### config.mk
export PLATFORM = sky130hd
export DESIGN_NAME = arcade_drive_mixer_with_smoothing
export DESIGN_NICKNAME = d
export VERILOG_FILES = /design/src/adm_pkg.sv /design/src/arcade_drive_mixer_with_smoothing.sv
export SDC_FILE = /design/constraint.sdc
export NUM_CORES = 2
export LEC_CHECK = 0
export ABC_AREA = 1
export BUFFER_PORTS_ARGS = -buffer_cell sky130_fd_sc_hd__buf_2
export CORE_ASPECT_RATIO = 0.6
export CORE_MARGIN = 5
export CORE_UTILIZATION = 45
export DETAILED_ROUTE_END_ITERATION = 8
export GPL_ROUTABILITY_DRIVEN = 0
export HOLD_SLACK_MARGIN = 0.12
export PLACE_DENSITY_LB_ADDON = 0.25
export SLEW_MARGIN = 25
export SYNTH_ARGS = -nofsm -noshare
export SYNTH_HDL_FRONTEND = slang
export SYNTH_SLANG_ARGS = --single-unit
### constraint.sdc
create_clock -name clk -period 22.5 [get_ports clk]
set_input_delay 2.25 -clock clk [delete_from_list [all_inputs] [get_ports clk]]
set_output_delay 2.25 -clock clk [all_outputs]
set_load 0.005 [all_outputs]
### src/adm_pkg.sv
// Shared types, constants and helpers for the arcade drive mixer.
// Used by arcade_drive_mixer_with_smoothing; no dependencies.
package adm_pkg;

  localparam int FRAC_BITS  = 16;
  localparam int KEEP_SHIFT = 16;
  localparam int SMOOTH_W   = FRAC_BITS + 10;
  localparam int SUM_W      = SMOOTH_W + 19;
  localparam int CFG_IDX_W  = 3;
  localparam int CFG_DATA_W = 16;
  localparam int IN_DATA_W  = 40;
  localparam int OUT_DATA_W = 56;

  localparam logic [7:0]  TURN_CENTRE = 8'd100;
  localparam logic [7:0]  DIR_REVERSE = 8'd1;
  localparam logic [7:0]  RUN_GO      = 8'd10;
  localparam logic [5:0]  MOVE_MUL    = 6'd51;
  localparam logic [15:0] RECIP_5     = 16'd52429;

  localparam logic [7:0]  PERIOD_RST  = 8'd10;
  localparam logic [15:0] TIMEOUT_RST = 16'd200;
  localparam logic [15:0] SLOW_RST    = 16'd64225;
  localparam logic [15:0] FAST_RST    = 16'd62259;
  localparam logic [7:0]  BAND_RST    = 8'd10;

  typedef enum logic [CFG_IDX_W-1:0] {
    REG_FILTER_PERIOD = 3'd0,
    REG_LINK_TIMEOUT  = 3'd1,
    REG_SLOW_KEEP     = 3'd2,
    REG_FAST_KEEP     = 3'd3,
    REG_STOP_BAND     = 3'd4
  } cfg_reg_t;

  typedef enum logic {
    OP_PACKET = 1'b0,
    OP_TICK   = 1'b1
  } op_t;

  typedef struct packed {
    logic [7:0] right_reverse_duty;
    logic [7:0] right_forward_duty;
    logic [7:0] left_reverse_duty;
    logic [7:0] left_forward_duty;
    logic signed [8:0] right_speed;
    logic signed [8:0] left_speed;
  } result_t;

  // raw * 255 / 200 = floor(floor(raw * 51 / 8) / 5)
  function automatic logic [8:0] scale_move(input logic [7:0] raw);
    logic [13:0] prod;
    logic [10:0] eighth;
    logic [26:0] recip;
    prod   = 14'(raw) * 14'(MOVE_MUL);
    eighth = prod[13:3];
    recip  = 27'(eighth) * 27'(RECIP_5);
    return recip[26:18];
  endfunction

endpackage

### src/arcade_drive_mixer_with_smoothing.sv
// Arcade drive mixer with low-pass smoothing: top level.
// Depends on adm_pkg for constants, register indexes and the move scaler.
//
// Input beats on s_* carry either a joystick packet (s_tuser = 0) or a
// one-millisecond tick (s_tuser = 1). A packet replaces the held
// command and clears since_packet_ms. A tick advances the saturating
// timers; once more than filter_period_ms has passed since the last
// update, it runs one filter update and yields one result beat on m_*
// with both motor speeds and their forward and reverse duties. Other
// beats yield nothing. A tick beat that causes a result passes the input
// register, the filter state register and then the result register.
// Throughput: one beat per cycle while m_tready is high; the input
// register keeps taking a beat while a result waits to be taken.
// When m_tready stays low the result and the pending update hold and
// s_tready drops once the input register fills.
// cfg_we writes register cfg_index with cfg_data; unknown indexes are
// dropped. rst (synchronous) restores the register defaults, the
// centred held command, cleared timers and cleared filter memory.
module arcade_drive_mixer_with_smoothing (
  input  logic                          clk,
  input  logic                          rst,
  input  logic                          s_tvalid,
  output logic                          s_tready,
  // raw_move, raw_turn, direction_code, run_code, packet_valid, link_up, zero pad
  input  logic [adm_pkg::IN_DATA_W-1:0] s_tdata,
  // operation
  input  logic                          s_tuser,
  output logic                          m_tvalid,
  input  logic                          m_tready,
  // left_speed, right_speed, left_forward_duty, left_reverse_duty,
  // right_forward_duty, right_reverse_duty, zero pad
  output logic [adm_pkg::OUT_DATA_W-1:0] m_tdata,
  input  logic                           cfg_we,
  input  logic [adm_pkg::CFG_IDX_W-1:0]  cfg_index,
  input  logic [adm_pkg::CFG_DATA_W-1:0] cfg_data
);

  localparam int SW   = adm_pkg::SMOOTH_W;
  localparam int SUMW = adm_pkg::SUM_W;
  localparam int FB   = adm_pkg::FRAC_BITS;
  localparam int KS   = adm_pkg::KEEP_SHIFT;
  localparam logic signed [SW:0] LIM = (SW+1)'(255);

  function automatic logic signed [SW-1:0] lowpass(input logic signed [SW-1:0] prev,
                                                   input logic signed [9:0] x,
                                                   input logic [15:0] keep);
    logic signed [16:0]     keep_s;
    logic signed [17:0]     gain_s;
    logic signed [SUMW-1:0] a;
    logic signed [SUMW-1:0] b;
    logic signed [SUMW-1:0] sum;
    logic signed [SUMW-1:0] q;
    keep_s = signed'({1'b0, keep});
    gain_s = signed'(18'd65536 - {2'b00, keep});
    a      = SUMW'(keep_s) * SUMW'(prev);
    b      = (SUMW'(gain_s) * SUMW'(x)) <<< FB;
    sum    = a + b;
    q      = sum >>> KS;
    if (sum[SUMW-1] && (sum[KS-1:0] != '0)) begin
      q = q + SUMW'(1);
    end
    return q[SW-1:0];
  endfunction

  function automatic logic signed [8:0] mix_clamp(input logic signed [SW:0] v);
    logic signed [SW:0] q;
    q = v >>> FB;
    if (v[SW] && (v[FB-1:0] != '0)) begin
      q = q + (SW+1)'(1);
    end
    if (q > LIM) begin
      return 9'sd255;
    end
    if (q < -LIM) begin
      return -9'sd255;
    end
    return q[8:0];
  endfunction

  // configuration
  logic [7:0]  filter_period_ms;
  logic [15:0] link_timeout_ms;
  logic [15:0] slow_keep;
  logic [15:0] fast_keep;
  logic [7:0]  stop_band;

  always_ff @(posedge clk) begin
    if (rst) begin
      filter_period_ms <= adm_pkg::PERIOD_RST;
      link_timeout_ms  <= adm_pkg::TIMEOUT_RST;
      slow_keep        <= adm_pkg::SLOW_RST;
      fast_keep        <= adm_pkg::FAST_RST;
      stop_band        <= adm_pkg::BAND_RST;
    end else if (cfg_we) begin
      case (cfg_index)
        adm_pkg::REG_FILTER_PERIOD: filter_period_ms <= cfg_data[7:0];
        adm_pkg::REG_LINK_TIMEOUT:  link_timeout_ms  <= cfg_data;
        adm_pkg::REG_SLOW_KEEP:     slow_keep        <= cfg_data;
        adm_pkg::REG_FAST_KEEP:     fast_keep        <= cfg_data;
        adm_pkg::REG_STOP_BAND:     stop_band        <= cfg_data[7:0];
        default: ;
      endcase
    end
  end

  // input register
  logic       s1_valid;
  logic       s1_op;
  logic [7:0] s1_move;
  logic [7:0] s1_turn;
  logic [7:0] s1_dir;
  logic [7:0] s1_run;
  logic       s1_pkt_ok;
  logic       s1_link_up;

  logic pend;
  logic out_free;
  logic s1_go;
  logic upd_go;

  assign out_free = !m_tvalid || m_tready;
  assign s1_go    = s1_valid && (!pend || out_free);
  assign s_tready = !s1_valid || !pend || out_free;

  always_ff @(posedge clk) begin
    if (rst) begin
      s1_valid <= 1'b0;
    end else if (s_tready) begin
      s1_valid <= s_tvalid;
    end
  end

  always_ff @(posedge clk) begin
    if (s_tready && s_tvalid) begin
      s1_op      <= s_tuser;
      s1_move    <= s_tdata[7:0];
      s1_turn    <= s_tdata[15:8];
      s1_dir     <= s_tdata[23:16];
      s1_run     <= s_tdata[31:24];
      s1_pkt_ok  <= s_tdata[32];
      s1_link_up <= s_tdata[33];
    end
  end

  // held command, timers and filter memory
  logic [8:0]  held_scaled;
  logic [7:0]  held_turn;
  logic        held_reverse;
  logic        held_go;
  logic        held_valid;
  logic [15:0] since_packet_ms;
  logic [7:0]  since_update_ms;
  logic signed [SW-1:0] smooth_move;
  logic signed [SW-1:0] smooth_turn;

  logic [15:0] since_packet_next;
  logic [7:0]  since_update_next;
  logic        is_tick;
  logic        kill;
  logic signed [9:0] mv_base;
  logic signed [9:0] mv_dir;
  logic signed [9:0] tn_base;
  logic signed [9:0] mv;
  logic signed [9:0] tn;
  logic [9:0]  amv;
  logic [15:0] keep;
  logic signed [SW-1:0] prev_move;
  logic signed [SW-1:0] prev_turn;
  logic signed [SW-1:0] smooth_move_next;
  logic signed [SW-1:0] smooth_turn_next;

  always_comb begin
    is_tick = (s1_op == adm_pkg::OP_TICK);
    since_packet_next = (since_packet_ms == '1) ? since_packet_ms : since_packet_ms + 16'd1;
    since_update_next = (since_update_ms == '1) ? since_update_ms : since_update_ms + 8'd1;
    upd_go  = s1_go && is_tick && (since_update_next > filter_period_ms);
    kill    = !s1_link_up || !held_go;
    mv_base = held_valid ? signed'({1'b0, held_scaled}) : '0;
    mv_dir  = held_reverse ? -mv_base : mv_base;
    tn_base = held_valid ? signed'(10'({2'b00, held_turn} - {2'b00, adm_pkg::TURN_CENTRE})) : '0;
    if (kill || (since_packet_next > link_timeout_ms)) begin
      mv = '0;
      tn = '0;
    end else begin
      mv = mv_dir;
      tn = tn_base;
    end
    amv  = mv[9] ? 10'(-mv) : 10'(mv);
    keep = ((amv <= {2'b00, stop_band}) && (tn == '0)) ? fast_keep : slow_keep;
    prev_move = kill ? '0 : smooth_move;
    prev_turn = kill ? '0 : smooth_turn;
    smooth_move_next = lowpass(prev_move, mv, keep);
    smooth_turn_next = lowpass(prev_turn, tn, keep);
  end

  always_ff @(posedge clk) begin
    if (rst) begin
      held_scaled     <= '0;
      held_turn       <= adm_pkg::TURN_CENTRE;
      held_reverse    <= 1'b0;
      held_go         <= 1'b0;
      held_valid      <= 1'b0;
      since_packet_ms <= '0;
      since_update_ms <= '0;
      smooth_move     <= '0;
      smooth_turn     <= '0;
    end else if (s1_go) begin
      if (!is_tick) begin
        held_scaled     <= adm_pkg::scale_move(s1_move);
        held_turn       <= s1_turn;
        held_reverse    <= (s1_dir == adm_pkg::DIR_REVERSE);
        held_go         <= (s1_run == adm_pkg::RUN_GO);
        held_valid      <= s1_pkt_ok;
        since_packet_ms <= '0;
      end else begin
        since_packet_ms <= since_packet_next;
        if (upd_go) begin
          since_update_ms <= '0;
          smooth_move     <= smooth_move_next;
          smooth_turn     <= smooth_turn_next;
        end else begin
          since_update_ms <= since_update_next;
        end
      end
    end
  end

  always_ff @(posedge clk) begin
    if (rst) begin
      pend <= 1'b0;
    end else if (upd_go) begin
      pend <= 1'b1;
    end else if (out_free) begin
      pend <= 1'b0;
    end
  end

  // mix and result register
  logic signed [8:0] left_mix;
  logic signed [8:0] right_mix;
  adm_pkg::result_t  res_next;
  adm_pkg::result_t  res;

  always_comb begin
    left_mix  = mix_clamp((SW+1)'(smooth_move) - (SW+1)'(smooth_turn));
    right_mix = mix_clamp((SW+1)'(smooth_move) + (SW+1)'(smooth_turn));
    res_next.left_speed         = left_mix;
    res_next.right_speed        = right_mix;
    res_next.left_forward_duty  = (left_mix > 0) ? left_mix[7:0] : '0;
    res_next.left_reverse_duty  = (left_mix > 0) ? '0 : 8'(-left_mix);
    res_next.right_forward_duty = (right_mix > 0) ? right_mix[7:0] : '0;
    res_next.right_reverse_duty = (right_mix > 0) ? '0 : 8'(-right_mix);
  end

  always_ff @(posedge clk) begin
    if (rst) begin
      m_tvalid <= 1'b0;
    end else if (out_free) begin
      m_tvalid <= pend;
    end
  end

  always_ff @(posedge clk) begin
    if (out_free && pend) begin
      res <= res_next;
    end
  end

  assign m_tdata = {6'b0, res};

  a_pend_holds: assert property (@(posedge clk) disable iff (rst)
    pend && !out_free |=> pend)
    else $error("pending update lost under stall");

  a_timer_clears: assert property (@(posedge clk) disable iff (rst)
    upd_go |=> since_update_ms == '0)
    else $error("update timer not cleared");

  a_kill_clears: assert property (@(posedge clk) disable iff (rst)
    upd_go && kill |=> smooth_move == '0 && smooth_turn == '0)
    else $error("filter memory not cleared on stop");

  a_duty_exclusive: assert property (@(posedge clk) disable iff (rst)
    m_tvalid |-> (res.left_forward_duty == '0 || res.left_reverse_duty == '0) &&
                 (res.right_forward_duty == '0 || res.right_reverse_duty == '0))
    else $error("forward and reverse duty both driven");

  a_input_held: assert property (@(posedge clk) disable iff (rst)
    s1_valid && !s1_go |=> s1_valid)
    else $error("stalled input beat dropped");

endmodule
# Word level (Yosys, flattened, before mapping)
# Index checks and enable logic that the tools add are counted.
# op_classes
addsub,16
multipliers,6
magnitude_cmp,9
n_eq_ne,8
n_mux,33
n_bitwise,1
n_reduce_logical,36
# ops
op,count
$mux 26,4
$add 43x44->45,2
$mul 17x26->43,2
$mux 9,9
$reduce_bool 16->1,4
$mul 18x10->28,2
$gt 27x9->1 const B,2
$lt 27x9->1 const B,2
$mux 27,2
$add 26x2->26 const B,2
$mux 10,5
$mux 16,3
$add 26x26->27,1
$mul 11x16->27 const B,1
$sub 26x26->27,1
$add 11x2->12 const B,2
$gt 9x1->1 const B,2
$sub 17x16->18 const A,1
$add 16x1->16 const B,1
$eq 16x16->1 const B,1
$gt 16x16->1,1
$mux 8,2
$neg 8->8,2
$mul 8x6->14 const B,1
22 further kinds,54
# totals
register_bits,248
in_bits,65
elab_cells,139

# Logic depth before layout (Yosys ltp)
# logic_depth
depth_word,16
ltp_mapped,112
depth_no_buf,108

# Worst setup path after synthesis
# OpenSTA, ideal clock, no wires.
# synth_path
path_kind,register -> register
from,reg since_packet_ms[0]
to,reg smooth_move[19]
t_arrival_ns,16.132
required_time_ns,22.391
slack_ns,6.259
path_stages_with_launch,107
path_buffers,5
period_less_slack_ns,16.241
cell_sequence,dfxtp_1 > ha_1 > inv_1 > nor3_1 > nand2_1 > nor2_1 > inv_1 > nor3_1 > nor3_1 > xor2_1 > ha_1 > nand2_1 > nor2_2 > nand2_1 > o211ai_1 > nand2_1 > nand2_2 > nand2_2 > [... 71 more ...] > ha_1 > inv_1 > nor3_1 > nand2_1 > nor3_1 > nand3_1 > o2111ai_1 > nand2_1 > a21oi_1 > o211ai_1 > nand3b_1 > nand2_1 > a21oi_1 > buf_2 > buf_2 > o211ai_1 > nand2_1 > inv_1
# synth_via
elab_chain_len,15
word_cells_on_any_way,21
# synth_rtl
item,line_no,rtl
from (decl),arcade_drive_mixer_with_smoothing.sv:151,logic [15:0] since_packet_ms;
from (signal assigned),arcade_drive_mixer_with_smoothing.sv:216,since_packet_ms <= since_packet_next;
$add 16x1->16 / $eq 16x16->1 (equally long branches),arcade_drive_mixer_with_smoothing.sv:174,since_packet_next = (since_packet_ms == '1) ? since_packet_ms : since_packet_ms + 16'd1;
$mux 16 *,arcade_drive_mixer_with_smoothing.sv:174,
$gt 16x16->1 *,arcade_drive_mixer_with_smoothing.sv:181,if (kill || (since_packet_next > link_timeout_ms)) begin
$logic_or 1x1->1 *,arcade_drive_mixer_with_smoothing.sv:181,
$mux 10,arcade_drive_mixer_with_smoothing.sv:181,
$neg 10->10,arcade_drive_mixer_with_smoothing.sv:188,amv = mv[9] ? 10'(-mv) : 10'(mv);
$mux 10,arcade_drive_mixer_with_smoothing.sv:188,
$le 10x8->1,arcade_drive_mixer_with_smoothing.sv:189,"keep = ((amv <= {2'b00, stop_band}) && (tn == '0)) ? fast_keep : slow_keep;"
$logic_and 1x1->1,arcade_drive_mixer_with_smoothing.sv:189,
$mux 16,arcade_drive_mixer_with_smoothing.sv:189,
$sub 17x16->18 / $mul 17x26->43 (equally long branches),"arcade_drive_mixer_with_smoothing.sv:54, arcade_drive_mixer_with_smoothing.sv:55",
$mul 18x10->28 / $add 43x44->45 (equally long branches),"arcade_drive_mixer_with_smoothing.sv:56, arcade_drive_mixer_with_smoothing.sv:57",
$add 43x44->45 *,arcade_drive_mixer_with_smoothing.sv:57,sum = a + b;
$add 26x2->26 / $logic_and 1x1->1 (equally long branches),"arcade_drive_mixer_with_smoothing.sv:60, arcade_drive_mixer_with_smoothing.sv:59",
$mux 26 *,arcade_drive_mixer_with_smoothing.sv:59,if (sum[SUMW-1] && (sum[KS-1:0] != '0)) begin
to (signal assigned),arcade_drive_mixer_with_smoothing.sv:219,smooth_move <= smooth_move_next;
to (decl),arcade_drive_mixer_with_smoothing.sv:153,logic signed [SW-1:0] smooth_move;
# Every way passes the cells marked *; elsewhere a longest branch is shown, timed or not.
# A chain may end at the register's enable or synchronous reset.

# Final worst setup path
# layout_path
from,reg since_packet_ms[3]
to,reg smooth_turn[13]
# layout_via
elab_chain_len,15
word_cells_on_any_way,21
# layout_rtl
item,line_no,rtl
$add 16x1->16 / $eq 16x16->1 (equally long branches),arcade_drive_mixer_with_smoothing.sv:174,
$mux 16 *,arcade_drive_mixer_with_smoothing.sv:174,
$gt 16x16->1 *,arcade_drive_mixer_with_smoothing.sv:181,
$logic_or 1x1->1 *,arcade_drive_mixer_with_smoothing.sv:181,
$mux 10,arcade_drive_mixer_with_smoothing.sv:181,
$neg 10->10,arcade_drive_mixer_with_smoothing.sv:188,
$mux 10,arcade_drive_mixer_with_smoothing.sv:188,
$le 10x8->1,arcade_drive_mixer_with_smoothing.sv:189,
$logic_and 1x1->1,arcade_drive_mixer_with_smoothing.sv:189,
$mux 16,arcade_drive_mixer_with_smoothing.sv:189,
$sub 17x16->18 / $mul 17x26->43 (equally long branches),"arcade_drive_mixer_with_smoothing.sv:54, arcade_drive_mixer_with_smoothing.sv:55",
$mul 18x10->28 / $add 43x44->45 (equally long branches),"arcade_drive_mixer_with_smoothing.sv:56, arcade_drive_mixer_with_smoothing.sv:57",
$add 43x44->45 *,arcade_drive_mixer_with_smoothing.sv:57,
$add 26x2->26 / $logic_and 1x1->1 (equally long branches),"arcade_drive_mixer_with_smoothing.sv:60, arcade_drive_mixer_with_smoothing.sv:59",
$mux 26 *,arcade_drive_mixer_with_smoothing.sv:59,
to (signal assigned),arcade_drive_mixer_with_smoothing.sv:220,smooth_turn <= smooth_turn_next;
to (decl),arcade_drive_mixer_with_smoothing.sv:154,logic signed [SW-1:0] smooth_turn;
# Marks and branches as above.

==> metrics.yaml <==
cts.sink_count: 248
clockBufferDepth: 3
min_period_over_period_pct: 89.46
pwr_density_cell_mw_per_mm2: 57.60
port_buffers: 110
nets: 10437
drc: 0
finalSetupViolCount: 0
grt_max_degree: 84
arrival_ns: 20.65
final_core_util_pct: 47.81
post_cts_buffers: 0
dr_total_vias: 56098
grt_usage_pct: 27.15
synthDominantCellAreaShare_pct: 36.40
combPwrFrac_pct: 75.3
min_period_ns: 20.13
min_path_type: "flip-flop to flip-flop"
p_leak_nw: 34.74
dr_wl_met2_um: 75210
grt_pass1_vias: 56115
num_antenna_cells: 0
viasPerCell: 5.329
die-area_mm2: 0.1538
grt_setup_unrepaired: "false"
cts_made_buffers: 30
syn_inst: 8588
crit_slowest_cell: "nor3_1"
cp.required_ns: 23.02
antenna_left: 0
hpwl_um: 172700
clockPowerShare_pct: 12.5
synthArstFlopShare_pct: 0
post_cts_resize_count: 0
yosys.area.top_type: "fa_1"
synth_commonest_cells: "1,969 x inv_1, 1,792 x nand2_1, 1,193 x fa_1"
area_growth_pct: 5.460
dr.first_iter.drc_count: 6014
synth_seq_cells: 248
dieWidth_um: 502.9
clock-root-buffer: "clkbuf_16"
path_delay_family: "adder cells"
maxCapViolCount: 0
p_sw_w: 0.002084
worstPathMaxFanout: 28
worst_pin_slew_ns: 1.113
ys_top_cells_by_area: "fa_1 36%, ha_1 11%, inv_1 11%, nand2_1 10%, nor2_1 5.7%"
firstDrtPassIters: 6
crit_start: "since_packet_ms[3]"
core-area_mm2: 0.1447
start_kind: "flip-flop"
path_clk_slew_ns: 0.06
clkLatencyLatePin_ns: 0.63
power.total_w: 0.003985
status: "completed"
r2r-end: "smooth_turn[13]"
gr-total-overflow: 0
hold_viol: 0
r2r_setup_slack_ns: 2.37
cp_num_cells: 98
wirelength_um: 206400
wirelength_met1_um: 95980
seq_area_frac_synth_pct: 8.865
yosys.cell_types.count: 64
grt_antenna_before_repair: 1
die_y_um: 305.8
p_int_w: 0.001901
setup_tns_ns: 0
wl_met3_um: 30470
peakVddDrop_mv: 0.3793
cts_max_level: 1
wl_per_cell_um: 19.61
cts_tree: "done"
cpMostUsedCell: "inv_1"
clock.fmax_ghz: 0.04968
highest_layer: "met5"
p_seq_share_pct: 12.2
drive_gt1_share_pct: 4.906
reg2reg_from: "since_packet_ms[3]"
crit_end: "smooth_turn[13]"
rows: 108
fin_skew_ns: 0.01504
initial_core_util_pct: 45.33
report.final.slew_viol_count: 0
avgSynthCellArea_um2: 7.639
path_class: "flip-flop to flip-flop"
critPathBufInv: 20
synth_area_mm2: 0.06560
synthFlopType: "dfxtp_1"
yosysMostFrequentCell: "inv_1"
sw_frac_of_total_pct: 52.30
r2r_cells: 98
hold_buffers: 0
slew-limit-headroom_pct: 25.35
slowest_delay_ns: 0.71
synth-edff-count: 85
ys_warn_count: 0
grt_pass1_wl_um: 326400
cp-end-kind: "flip-flop"
pin_count: 123
==> state kept, by name (all words and copies together) (netlist names), 9 cells and up <==
signal and cells:
slow_keep 16, fast_keep 16, smooth_move 26, m_tdata 50, held_scaled 9, smooth_turn 26, since_packet_ms 16, link_timeout_ms 16
==> power groups by stage <==
stage	clock network, W	registers, W	logic [W]
after CTS	0.000512	0.000488	0.00296
after detailed placement	0	0.000497	0.00292
final	0.000497	0.000488	0.00300
after global placement	0	0.000497	0.00282
after global routing	0.000530	0.000489	0.00344
after floorplan	0	0.000495	0.00215
==> routing by layer <==
layer,vias up,global-route usage [%]
met5,-,0
met4,2,4.959
met3,251,10.05
met2,2994,35.06
met1,27155,42.78
li1,25696,-
==> cell usage in the layout (no fill, tap or decap), drive strengths merged, types with 12 or more instances in the layout <==
cell type / count
inv: 1998
nand2: 1850
fa: 1193
nor2: 1040
ha: 601
a21oi: 359
nand3: 335
o21ai: 201
buf: 191
dfxtp: 163
xor2: 136
edfxtp: 85
nand4: 81
xnor2: 69
nor3: 40
clkbuf: 40
o211ai: 33
clkinv: 28
o21bai: 27
a31oi: 21
a21o: 16
nor4: 12
==> layout make-up <==
class,instances,area (um2)
clock buffer,40,853.3
clock inverter,16,137.6
fill,14246,75540
inverter,2012,7555
multi-input combinational,6095,51220
sequential,248,5816
tap,1925,2409
timing repair buffer,191,1199
==> stage by stage <==
stage	instance area (um2)	hold WS (ns)	worst slack [ns]	instances
floorplan	65620	0.4292	6.259	8593
global placement	68120	0.4434	2.715	10469
detailed placement	68160	0.4489	2.697	10470
CTS	69150	0.4642	2.602	10526
global route	69190	0.4843	0.9436	10527
finish	69190	0.4620	2.370	10527
==> cells by family (layout without fill, tap and decap cells) <==
group	after synthesis	after routing	synth area share [%]
compound gates	703	703	5.956
xor+xnor	205	205	2.760
fa+ha+maj	1794	1794	47.87
buf+inv	2250	2259	13.19
flops	248	248	8.865
mux	1	1	0.01716
other cells	1	6	0.005716
simple gates	3386	3386	21.34
==> how the worst min path moves through the flow <==
stage	from	endpoint	slack [ns]	cells past startpoint
floorplan	slow_keep[12]	slow_keep[12]	0.43	2
global placement	slow_keep[13]	slow_keep[13]	0.44	2
detailed placement	slow_keep[9]	slow_keep[9]	0.45	2
CTS	slow_keep[9]	slow_keep[9]	0.46	2
global route	fast_keep[8]	fast_keep[8]	0.48	2
finish	fast_keep[8]	fast_keep[8]	0.46	2
==> worst min-delay path, stage by stage, from the launching register on <==
cell and delay [ns]:
dfxtp_1 0.32, nand2_1 0.05, nand3_1 0.05
No activity file was read; power rests on OpenSTA's default activity.
